==> src/sv/mps_pkg.sv <==
`timescale 1ns / 1ps
`default_nettype none

package mps_pkg;

  localparam int MAX_STIM_DEF     = 4;
  localparam int MAX_CHANNELS_DEF = 256;
  localparam int SAMPLE_BITS_DEF  = 24;

  localparam int CHAN_W      = 8;
  localparam int FRAME_W     = 32;
  localparam int TYPE_OUT_W  = 2;
  localparam int STIM_CNT_W  = 3;
  localparam int OUT_TDATA_W = 72;

  localparam int CFG_ADDR_W = 5;
  localparam int CFG_DATA_W = 32;
  localparam int REG_IDX_W  = 3;
  localparam int NUM_MARKER_REGS = 4;

  localparam logic [REG_IDX_W-1:0] REG_STIM_COUNT = 3'd0;
  localparam logic [REG_IDX_W-1:0] REG_MARKER_A   = 3'd1;
  localparam logic [REG_IDX_W-1:0] REG_MARKER_B   = 3'd2;
  localparam logic [REG_IDX_W-1:0] REG_MARKER_C   = 3'd3;
  localparam logic [REG_IDX_W-1:0] REG_MARKER_D   = 3'd4;

  localparam logic OP_SAMPLE = 1'b0;
  localparam logic OP_END    = 1'b1;

  typedef enum logic [1:0] {
    KIND_PULSE = 2'd0,
    KIND_NONE  = 2'd1,
    KIND_NEG   = 2'd2
  } kind_t;

  typedef struct packed {
    kind_t                   kind;
    logic [FRAME_W-1:0]      pulse_first;
    logic [FRAME_W-1:0]      pulse_last;
    logic [TYPE_OUT_W-1:0]   stim_type;
    logic                    overlap;
  } res_t;

endpackage

`default_nettype wire

==> src/sv/mps_cfg.sv <==
`timescale 1ns / 1ps
`default_nettype none

module mps_cfg
  import mps_pkg::*;
(
  input  wire logic                   clk,
  input  wire logic                   rst_n,
  input  wire logic                   cfg_psel,
  input  wire logic                   cfg_penable,
  input  wire logic                   cfg_pwrite,
  input  wire logic [CFG_ADDR_W-1:0]  cfg_paddr,
  input  wire logic [CFG_DATA_W-1:0]  cfg_pwdata,
  output logic      [CFG_DATA_W-1:0]  cfg_prdata,
  output logic                        cfg_pready,
  output logic      [STIM_CNT_W-1:0]  stim_count,
  output logic [NUM_MARKER_REGS-1:0][CHAN_W-1:0] marker_chan
);

  logic [STIM_CNT_W-1:0] stim_count_r;
  logic [NUM_MARKER_REGS-1:0][CHAN_W-1:0] marker_r;
  logic                 wr;
  logic [REG_IDX_W-1:0] idx;

  assign cfg_pready = 1'b1;
  assign wr  = cfg_psel && cfg_penable && cfg_pwrite;
  assign idx = cfg_paddr[CFG_ADDR_W-1:2];

  always_ff @(posedge clk) begin
    if (!rst_n) begin
      stim_count_r <= STIM_CNT_W'(1);
      for (int k = 0; k < NUM_MARKER_REGS; k++) begin
        marker_r[k] <= CHAN_W'(k);
      end
    end else if (wr) begin
      if (idx == REG_STIM_COUNT) begin
        stim_count_r <= cfg_pwdata[STIM_CNT_W-1:0];
      end
      for (int k = 0; k < NUM_MARKER_REGS; k++) begin
        if (idx == REG_MARKER_A + REG_IDX_W'(k)) begin
          marker_r[k] <= cfg_pwdata[CHAN_W-1:0];
        end
      end
    end
  end

  always_comb begin
    unique case (idx)
      REG_STIM_COUNT: cfg_prdata = CFG_DATA_W'(stim_count_r);
      REG_MARKER_A:   cfg_prdata = CFG_DATA_W'(marker_r[0]);
      REG_MARKER_B:   cfg_prdata = CFG_DATA_W'(marker_r[1]);
      REG_MARKER_C:   cfg_prdata = CFG_DATA_W'(marker_r[2]);
      REG_MARKER_D:   cfg_prdata = CFG_DATA_W'(marker_r[3]);
      default:        cfg_prdata = '0;
    endcase
  end

  assign stim_count  = stim_count_r;
  assign marker_chan = marker_r;

endmodule

`default_nettype wire

==> src/sv/mps_core.sv <==
`timescale 1ns / 1ps
`default_nettype none

module mps_core
  import mps_pkg::*;
#(
  parameter int MAX_STIM     = MAX_STIM_DEF,
  parameter int MAX_CHANNELS = MAX_CHANNELS_DEF,
  parameter int SAMPLE_BITS  = SAMPLE_BITS_DEF
) (
  input  wire logic                          clk,
  input  wire logic                          rst_n,
  input  wire logic                          step,
  input  wire logic                          op,
  input  wire logic [CHAN_W-1:0]             chan,
  input  wire logic signed [SAMPLE_BITS-1:0] sample,
  input  wire logic                          fend,
  input  wire logic [STIM_CNT_W-1:0]         stim_count,
  input  wire logic [MAX_STIM-1:0][CHAN_W-1:0] marker_chan,
  input  wire logic                          res_take,
  output logic                               res_valid,
  output res_t                               res
);

  localparam int STW = (MAX_STIM > 1) ? $clog2(MAX_STIM) : 1;

  logic [FRAME_W-1:0]  frame_count_r, frame_count_nxt;
  logic                in_pulse_r, in_pulse_nxt;
  logic [FRAME_W-1:0]  start_frame_r, start_frame_nxt;
  logic [STW-1:0]      active_type_r, active_type_nxt;
  logic [MAX_STIM-1:0] up_mask_r, up_mask_nxt;
  logic                start_overlap_r, start_overlap_nxt;
  logic                neg_seen_r, neg_seen_nxt;
  logic                res_valid_r, res_valid_nxt;
  res_t                res_r, res_nxt;

  logic [MAX_STIM-1:0] hit;
  logic [MAX_STIM-1:0] up_now;
  logic                neg_now;
  logic                pos, neg;
  logic [STW-1:0]      low_type;
  logic                multi;
  logic                produce;
  logic                chan_ok;

  assign neg     = sample[SAMPLE_BITS-1];
  assign pos     = !sample[SAMPLE_BITS-1] && (|sample);
  assign chan_ok = (32'(chan) < MAX_CHANNELS);

  always_comb begin
    for (int r = 0; r < MAX_STIM; r++) begin
      hit[r] = chan_ok && (r < int'(stim_count)) && (marker_chan[r] == chan);
    end
  end

  assign up_now  = up_mask_r | (hit & {MAX_STIM{pos}});
  assign neg_now = neg_seen_r || ((|hit) && neg);
  // more than one bit set
  assign multi   = |(up_now & (up_now - MAX_STIM'(1)));

  always_comb begin
    low_type = '0;
    for (int r = MAX_STIM - 1; r >= 0; r--) begin
      if (up_now[r]) begin
        low_type = STW'(r);
      end
    end
  end

  always_comb begin
    frame_count_nxt   = frame_count_r;
    in_pulse_nxt      = in_pulse_r;
    start_frame_nxt   = start_frame_r;
    active_type_nxt   = active_type_r;
    up_mask_nxt       = up_mask_r;
    start_overlap_nxt = start_overlap_r;
    neg_seen_nxt      = neg_seen_r;
    res_nxt           = res_r;
    produce           = 1'b0;

    if (step) begin
      if (op == OP_END) begin
        produce = 1'b1;
        if (in_pulse_r) begin
          res_nxt.kind        = KIND_PULSE;
          res_nxt.pulse_first = start_frame_r;
          res_nxt.pulse_last  = frame_count_r - FRAME_W'(1);
          res_nxt.stim_type   = TYPE_OUT_W'(active_type_r);
          res_nxt.overlap     = start_overlap_r;
        end else begin
          res_nxt = '{kind: KIND_NONE, default: '0};
        end
        in_pulse_nxt = 1'b0;
        up_mask_nxt  = '0;
        neg_seen_nxt = 1'b0;
      end else if (!fend) begin
        up_mask_nxt  = up_now;
        neg_seen_nxt = neg_now;
      end else begin
        up_mask_nxt     = '0;
        neg_seen_nxt    = 1'b0;
        frame_count_nxt = frame_count_r + FRAME_W'(1);
        if (in_pulse_r) begin
          if (!up_now[active_type_r]) begin
            produce      = 1'b1;
            in_pulse_nxt = 1'b0;
            if (neg_now) begin
              res_nxt             = '{kind: KIND_NEG, default: '0};
              res_nxt.pulse_first = frame_count_r;
            end else begin
              res_nxt.kind        = KIND_PULSE;
              res_nxt.pulse_first = start_frame_r;
              res_nxt.pulse_last  = frame_count_r - FRAME_W'(1);
              res_nxt.stim_type   = TYPE_OUT_W'(active_type_r);
              res_nxt.overlap     = start_overlap_r;
              // the closing frame may open the next pulse
              if (|up_now) begin
                in_pulse_nxt      = 1'b1;
                start_frame_nxt   = frame_count_r;
                active_type_nxt   = low_type;
                start_overlap_nxt = multi;
              end
            end
          end
        end else if (neg_now) begin
          produce             = 1'b1;
          res_nxt             = '{kind: KIND_NEG, default: '0};
          res_nxt.pulse_first = frame_count_r;
        end else if (|up_now) begin
          in_pulse_nxt      = 1'b1;
          start_frame_nxt   = frame_count_r;
          active_type_nxt   = low_type;
          start_overlap_nxt = multi;
        end
      end
    end

    res_valid_nxt = res_valid_r;
    if (res_take) begin
      res_valid_nxt = 1'b0;
    end
    if (produce) begin
      res_valid_nxt = 1'b1;
    end
  end

  always_ff @(posedge clk) begin
    if (!rst_n) begin
      frame_count_r   <= '0;
      in_pulse_r      <= 1'b0;
      start_frame_r   <= '0;
      active_type_r   <= '0;
      up_mask_r       <= '0;
      start_overlap_r <= 1'b0;
      neg_seen_r      <= 1'b0;
      res_valid_r     <= 1'b0;
    end else begin
      frame_count_r   <= frame_count_nxt;
      in_pulse_r      <= in_pulse_nxt;
      start_frame_r   <= start_frame_nxt;
      active_type_r   <= active_type_nxt;
      up_mask_r       <= up_mask_nxt;
      start_overlap_r <= start_overlap_nxt;
      neg_seen_r      <= neg_seen_nxt;
      res_valid_r     <= res_valid_nxt;
    end
    res_r <= res_nxt;
  end

  assign res_valid = res_valid_r;
  assign res       = res_r;

endmodule

`default_nettype wire

==> src/sv/marker_pulse_segmenter.sv <==
`timescale 1ns / 1ps
`default_nettype none

// An accepted request reaches its result through the input register, then the result register.
// Throughput: one request per cycle; a held result stalls the input only when the
// input register is also full.
// Reset (rst_n low, synchronous): clears frame count, pulse state and both valid flags;
// configuration returns to stim_count 1 and marker channels 0..3.
module marker_pulse_segmenter
  import mps_pkg::*;
#(
  parameter int MAX_STIM     = MAX_STIM_DEF,
  parameter int MAX_CHANNELS = MAX_CHANNELS_DEF,
  parameter int SAMPLE_BITS  = SAMPLE_BITS_DEF
) (
  input  wire logic clk,
  input  wire logic rst_n,
  // chan [7:0], sample [8+SAMPLE_BITS-1:8], zero pad
  input  wire logic [((CHAN_W+SAMPLE_BITS+7)/8)*8-1:0] in_tdata,
  input  wire logic                    in_tuser,   // op
  input  wire logic                    in_tlast,   // frame_end
  input  wire logic                    in_tvalid,
  output logic                         in_tready,
  // pulse_first [31:0], pulse_last [63:32], stim_type [65:64], overlap [66], zero pad
  output logic [OUT_TDATA_W-1:0]       out_tdata,
  output logic [1:0]                   out_tuser,  // kind
  output logic                         out_tvalid,
  input  wire logic                    out_tready,
  input  wire logic                    cfg_psel,
  input  wire logic                    cfg_penable,
  input  wire logic                    cfg_pwrite,
  input  wire logic [CFG_ADDR_W-1:0]   cfg_paddr,
  input  wire logic [CFG_DATA_W-1:0]   cfg_pwdata,
  output logic [CFG_DATA_W-1:0]        cfg_prdata,
  output logic                         cfg_pready
);

  logic                          s1_valid_r, s1_valid_nxt;
  logic                          s1_op_r;
  logic [CHAN_W-1:0]             s1_chan_r;
  logic signed [SAMPLE_BITS-1:0] s1_sample_r;
  logic                          s1_fend_r;
  logic                          step;
  logic                          in_acc;
  logic                          res_valid;
  res_t                          res;

  logic [STIM_CNT_W-1:0]                  stim_count;
  logic [NUM_MARKER_REGS-1:0][CHAN_W-1:0] cfg_marker;
  logic [MAX_STIM-1:0][CHAN_W-1:0]        marker_chan;

  mps_cfg u_cfg (
    .clk         (clk),
    .rst_n       (rst_n),
    .cfg_psel    (cfg_psel),
    .cfg_penable (cfg_penable),
    .cfg_pwrite  (cfg_pwrite),
    .cfg_paddr   (cfg_paddr),
    .cfg_pwdata  (cfg_pwdata),
    .cfg_prdata  (cfg_prdata),
    .cfg_pready  (cfg_pready),
    .stim_count  (stim_count),
    .marker_chan (cfg_marker)
  );

  // types beyond the programmable ones keep their fixed channel
  for (genvar r = 0; r < MAX_STIM; r++) begin : g_mchan
    if (r < NUM_MARKER_REGS) begin : g_reg
      assign marker_chan[r] = cfg_marker[r];
    end else begin : g_fix
      assign marker_chan[r] = CHAN_W'(r);
    end
  end

  // the input register moves on when the result register is free or draining
  assign step      = s1_valid_r && (!res_valid || out_tready);
  assign in_tready = !s1_valid_r || step;
  assign in_acc    = in_tvalid && in_tready;

  always_comb begin
    s1_valid_nxt = s1_valid_r;
    if (step) begin
      s1_valid_nxt = 1'b0;
    end
    if (in_acc) begin
      s1_valid_nxt = 1'b1;
    end
  end

  always_ff @(posedge clk) begin
    if (!rst_n) begin
      s1_valid_r <= 1'b0;
    end else begin
      s1_valid_r <= s1_valid_nxt;
    end
    if (in_acc) begin
      s1_op_r     <= in_tuser;
      s1_chan_r   <= in_tdata[CHAN_W-1:0];
      s1_sample_r <= in_tdata[CHAN_W +: SAMPLE_BITS];
      s1_fend_r   <= in_tlast;
    end
  end

  mps_core #(
    .MAX_STIM     (MAX_STIM),
    .MAX_CHANNELS (MAX_CHANNELS),
    .SAMPLE_BITS  (SAMPLE_BITS)
  ) u_core (
    .clk         (clk),
    .rst_n       (rst_n),
    .step        (step),
    .op          (s1_op_r),
    .chan        (s1_chan_r),
    .sample      (s1_sample_r),
    .fend        (s1_fend_r),
    .stim_count  (stim_count),
    .marker_chan (marker_chan),
    .res_take    (out_tready),
    .res_valid   (res_valid),
    .res         (res)
  );

  assign out_tvalid = res_valid;
  assign out_tuser  = res.kind;
  assign out_tdata  = OUT_TDATA_W'({res.overlap, res.stim_type, res.pulse_last,
                                    res.pulse_first});

endmodule

`default_nettype wire

==> config.mk <==
export PLATFORM = sky130hd
export DESIGN_NAME = marker_pulse_segmenter
export DESIGN_NICKNAME = d
export VERILOG_FILES = /design/src/sv/mps_pkg.sv /design/src/sv/mps_cfg.sv /design/src/sv/mps_core.sv /design/src/sv/marker_pulse_segmenter.sv
export SDC_FILE = /design/constraint.sdc
export NUM_CORES = 1
export LEC_CHECK = 0
export ABC_AREA = 0
export BUFFER_PORTS_ARGS = -buffer_cell sky130_fd_sc_hd__buf_4
export CAP_MARGIN = 20
export CORE_ASPECT_RATIO = 1.5
export CORE_MARGIN = 2
export CORE_UTILIZATION = 30
export CTS_CLUSTER_SIZE = 16
export DETAILED_ROUTE_END_ITERATION = 16
export GPL_TIMING_DRIVEN = 0
export PLACE_DENSITY_LB_ADDON = 0.05
export SLEW_MARGIN = 5
export SYNTH_ARGS = -nofsm -noshare
export SYNTH_HDL_FRONTEND = slang
export SYNTH_SLANG_ARGS = --single-unit
==> constraint.sdc <==
create_clock -name clk -period 21.6 [get_ports clk]
set_clock_uncertainty 0.05 [all_clocks]
set_input_delay 5.4 -clock clk [delete_from_list [all_inputs] [get_ports clk]]
set_output_delay 5.4 -clock clk [all_outputs]
set_load 0.02 [all_outputs]
==> results.sh <==
export IMPL_r2r_end="u_core.res[3]"
export IMPL_whs_ps=404
export IMPL_nNetsFinal=1187
export IMPL_cts_path_max_buffers=3
export IMPL_syn_inst=920
export IMPL_grt_pass1_vias=7178
export IMPL_die_w_um=151
export IMPL_max_freq_mhz=78.4
export IMPL_grt_first_pass_wirelength_um=39900
export IMPL_hold_depth=2
export IMPL_netlist_area_um2=9700
export IMPL_nFillCells=3226
export IMPL_critPathLaunchType="input port"
export IMPL_cts_num_sinks=213
export IMPL_slew_headroom_pct=46.6
export IMPL_grt_overflow=0
export IMPL_yosysSeqAreaShare_pct=54.6
export IMPL_p_leak_uw=0.00472
export IMPL_hold_viol_final=0
export IMPL_clk_pin_slew_ps=60
export IMPL_h_tree_depth=1
export IMPL_hp_class="reg2reg"
export IMPL_synth_top_area_cell="edfxtp_1"
export IMPL_synth_edf_count=103
export IMPL_period_needed_ps=12760
export IMPL_r2r_worst_path_cells=9
export IMPL_path_max_fanout=10
export IMPL_critPathArrivalTime_ps=7310
export IMPL_cts_hold_buf=0
export IMPL_area_growth_pct=26.6
export IMPL_final_cells=1535
export IMPL_rows=80
export IMPL_yosys_register_bits=213
export IMPL_setup_slack_ps=8840
export IMPL_timing_rr_start="s1_chan_r[7]"
export IMPL_viasPerCell=4.50
export IMPL_grt_usage_pct=15.3
export IMPL_async_reset_ff_share_pct=0
export IMPL_fin_area_um2=12300
export IMPL_portBuffers=127
export IMPL_yosysWarningCount=0
export IMPL_finalSetupViolCount=0
export IMPL_cts_root_buffer="clkbuf_16"
export IMPL_post_dp_cell_area_um2=11400
export IMPL_io_pins=187
export IMPL_antenna_cells=0
export IMPL_route_detailed_drc=0
export IMPL_routed_wl_um=25500
export IMPL_finalSetupTns_ps=0
export IMPL_required_ps=16150
export IMPL_synthTopCellsByArea="edfxtp_1 (32%), dfxtp_1 (23%), mux2i_1 (8.2%)"
export IMPL_grt_max_degree=35
export IMPL_cts_tree="yes"
export IMPL_synth_top_area_share_pct=31.9
export IMPL_end_kind="primary output"
export IMPL_grt_antenna_before_repair=0
export IMPL_dp_cells=1491
export IMPL_ir_drop_uv=76.5
export IMPL_cts_made_buffers=24
export IMPL_vias=6911
export IMPL_gp_congestion=0.768
export IMPL_cts_resized=0
export IMPL_maxCapViolations=0
export IMPL_slew_violations=0
export IMPL_dieArea_um2=33800
export IMPL_drive_above_1_share_pct=21.6
export IMPL_drt_pass1_iter_count=5
export IMPL_tightest_slew_ps=798
export IMPL_rrSetupSlack_ps=17990
export IMPL_synth_cell_types=59
export IMPL_wire_per_inst_um=16.6
export IMPL_worstHoldStart="u_core.start_frame_r[24]"
export IMPL_fp_dieH_um=224
export IMPL_cellPowerDensity_nw_per_um2=77.0
export IMPL_start_util_pct=30.5
export IMPL_ant_nets=0
export IMPL_synthFlopType="dfxtp_1"
export IMPL_pre_cts_ws_ps=8780
export IMPL_postCtsSetupRepairBufs=0
export IMPL_core_um2=31800
export IMPL_crit_type="in2out"
export IMPL_finalCritPeriodShare_pct=59.1
export IMPL_whs_endpoint="u_core.start_frame_r[24]"
export IMPL_grt_setup_unrepaired="no"
export IMPL_avgSynthCellArea_um2=10.5
export IMPL_dp_hpwl_um=18800
export IMPL_clock_latency_ps=540
export IMPL_drt_iter0_drc=284
export IMPL_status="complete, no violations"
==> synthesized netlist by cell type (2+ instances only) <==
library cell,number
dfxtp_1,110
nor2_1,105
edfxtp_1,103
nand2_1,102
mux2i_1,79
clkbuf_1,54
xnor2_1,54
buf_4,34
a22o_1,32
xor2_1,29
nand3_1,26
o21ai_0,22
a21oi_1,20
nor3_1,16
nand4_1,12
nor4_1,12
and3_1,10
nand2b_1,9
or3_1,9
and2_1,6
buf_2,6
inv_1,6
a22oi_1,5
mux2_2,5
nor2b_1,5
buf_1,4
nor2_2,4
and4_1,3
buf_6,2
conb_1,2
ha_1,2
nor3_2,2
o21a_1,2
or2_2,2
or4_1,2
==> per-layer routing <==
layer  global-route usage [%]  routed length [um]
met1                     17.3               10100
met2                     28.8               13700
met3                     2.00                1010
met4                     5.31                 669
met5                        0                   0
==> worst max path at each step <==
stage	startpoint	end	slack (ps)	cells after the start
2_1_floorplan	cfg_paddr[3]	cfg_prdata[3]	9190	5
3_3_place_gp	out_tready	u_core.res[22]	7220	6
3_5_place_dp	cfg_paddr[3]	cfg_prdata[3]	8780	6
4_1_cts	cfg_paddr[3]	cfg_prdata[3]	8760	6
5_1_grt	cfg_paddr[3]	cfg_prdata[6]	8600	6
6_report	cfg_paddr[3]	cfg_prdata[3]	8840	6
==> cells by family after synthesis <==
family / synth area share [%]
fa+ha+maj: 0.361
other cells: 0.0774
flops: 54.6
xor+xnor: 7.50
buf+inv: 5.74
compound gates: 6.44
simple gates: 16.6
mux: 8.73
==> sequential cells by signal (all words and copies together) (netlist names), 2 cells and up <==
signal and count:
s1_chan_r 8, u_core.res 69, u_core.frame_count_r 32, u_core.up_mask_r 4, u_core.active_type_r 2, u_core.start_frame_r 32, u_cfg.stim_count 3, u_cfg.marker_chan 32
s1_sample_r 24
==> layout make-up <==
type / instances / area [um2] / share of cell area, %
buffer: 101 / 531 / 4.32
clock buffer: 30 / 696 / 5.67
clock inverter: 14 / 196 / 1.60
inverter: 7 / 26.3 / 0.214
multi-input combinational: 627 / 3980 / 32.4
sequential: 213 / 5300 / 43.1
tap: 410 / 513 / 4.18
timing repair buffer: 133 / 1040 / 8.46
==> cell usage in the layout, fill, tap and decap left out, types with 6 or more instances in the layout <==
| cell | synthesis | routed |
|---|---|---|
| nor3_1 | 16 | 13 |
| xor2_1 | 29 | 29 |
| nand2_1 | 102 | 102 |
| nand2b_1 | 9 | 9 |
| mux2i_1 | 79 | 79 |
| edfxtp_1 | 103 | 103 |
| inv_1 | 6 | 6 |
| nand3_1 | 26 | 26 |
| a21oi_1 | 20 | 20 |
| nand4_1 | 12 | 12 |
| nor4_1 | 12 | 12 |
| buf_2 | 6 | 6 |
| xnor2_1 | 54 | 54 |
| a22o_1 | 32 | 32 |
| conb_1 | 2 | 30 |
| clkbuf_1 | 54 | 55 |
| buf_4 | 34 | 161 |
| clkbuf_16 | 0 | 26 |
| dfxtp_1 | 110 | 110 |
| or3_1 | 9 | 9 |
| o21ai_0 | 22 | 21 |
| and3_1 | 10 | 10 |
| clkinv_2 | 0 | 6 |
| buf_6 | 2 | 6 |
| nor2_1 | 105 | 105 |
==> critical path: stages <==
cell and delay (ps):
clkbuf_1 320, buf_1 570, nor2b_1 470, a22oi_1 160
o21ai_0 210, buf_4 180
==> where the power goes <==
part | leakage [uW] | internal, uW | switching, uW | total, uW
registers | 0.00189 | 430 | 2.90 | 433
clock network | 0.000445 | 287 | 169 | 456
logic | 0.00238 | 22.0 | 34.3 | 56.3
total | 0.00472 | 739 | 206 | 945
==> stage by stage <==
step	util, %	power [uW]
6_report	38.6	945
5_1_grt	38.6	980
4_1_cts	38.6	963
3_3_place_gp	35.4	499
2_1_floorplan	-	475
3_5_place_dp	35.8	499
No activity file was read; power rests on OpenSTA's default activity.
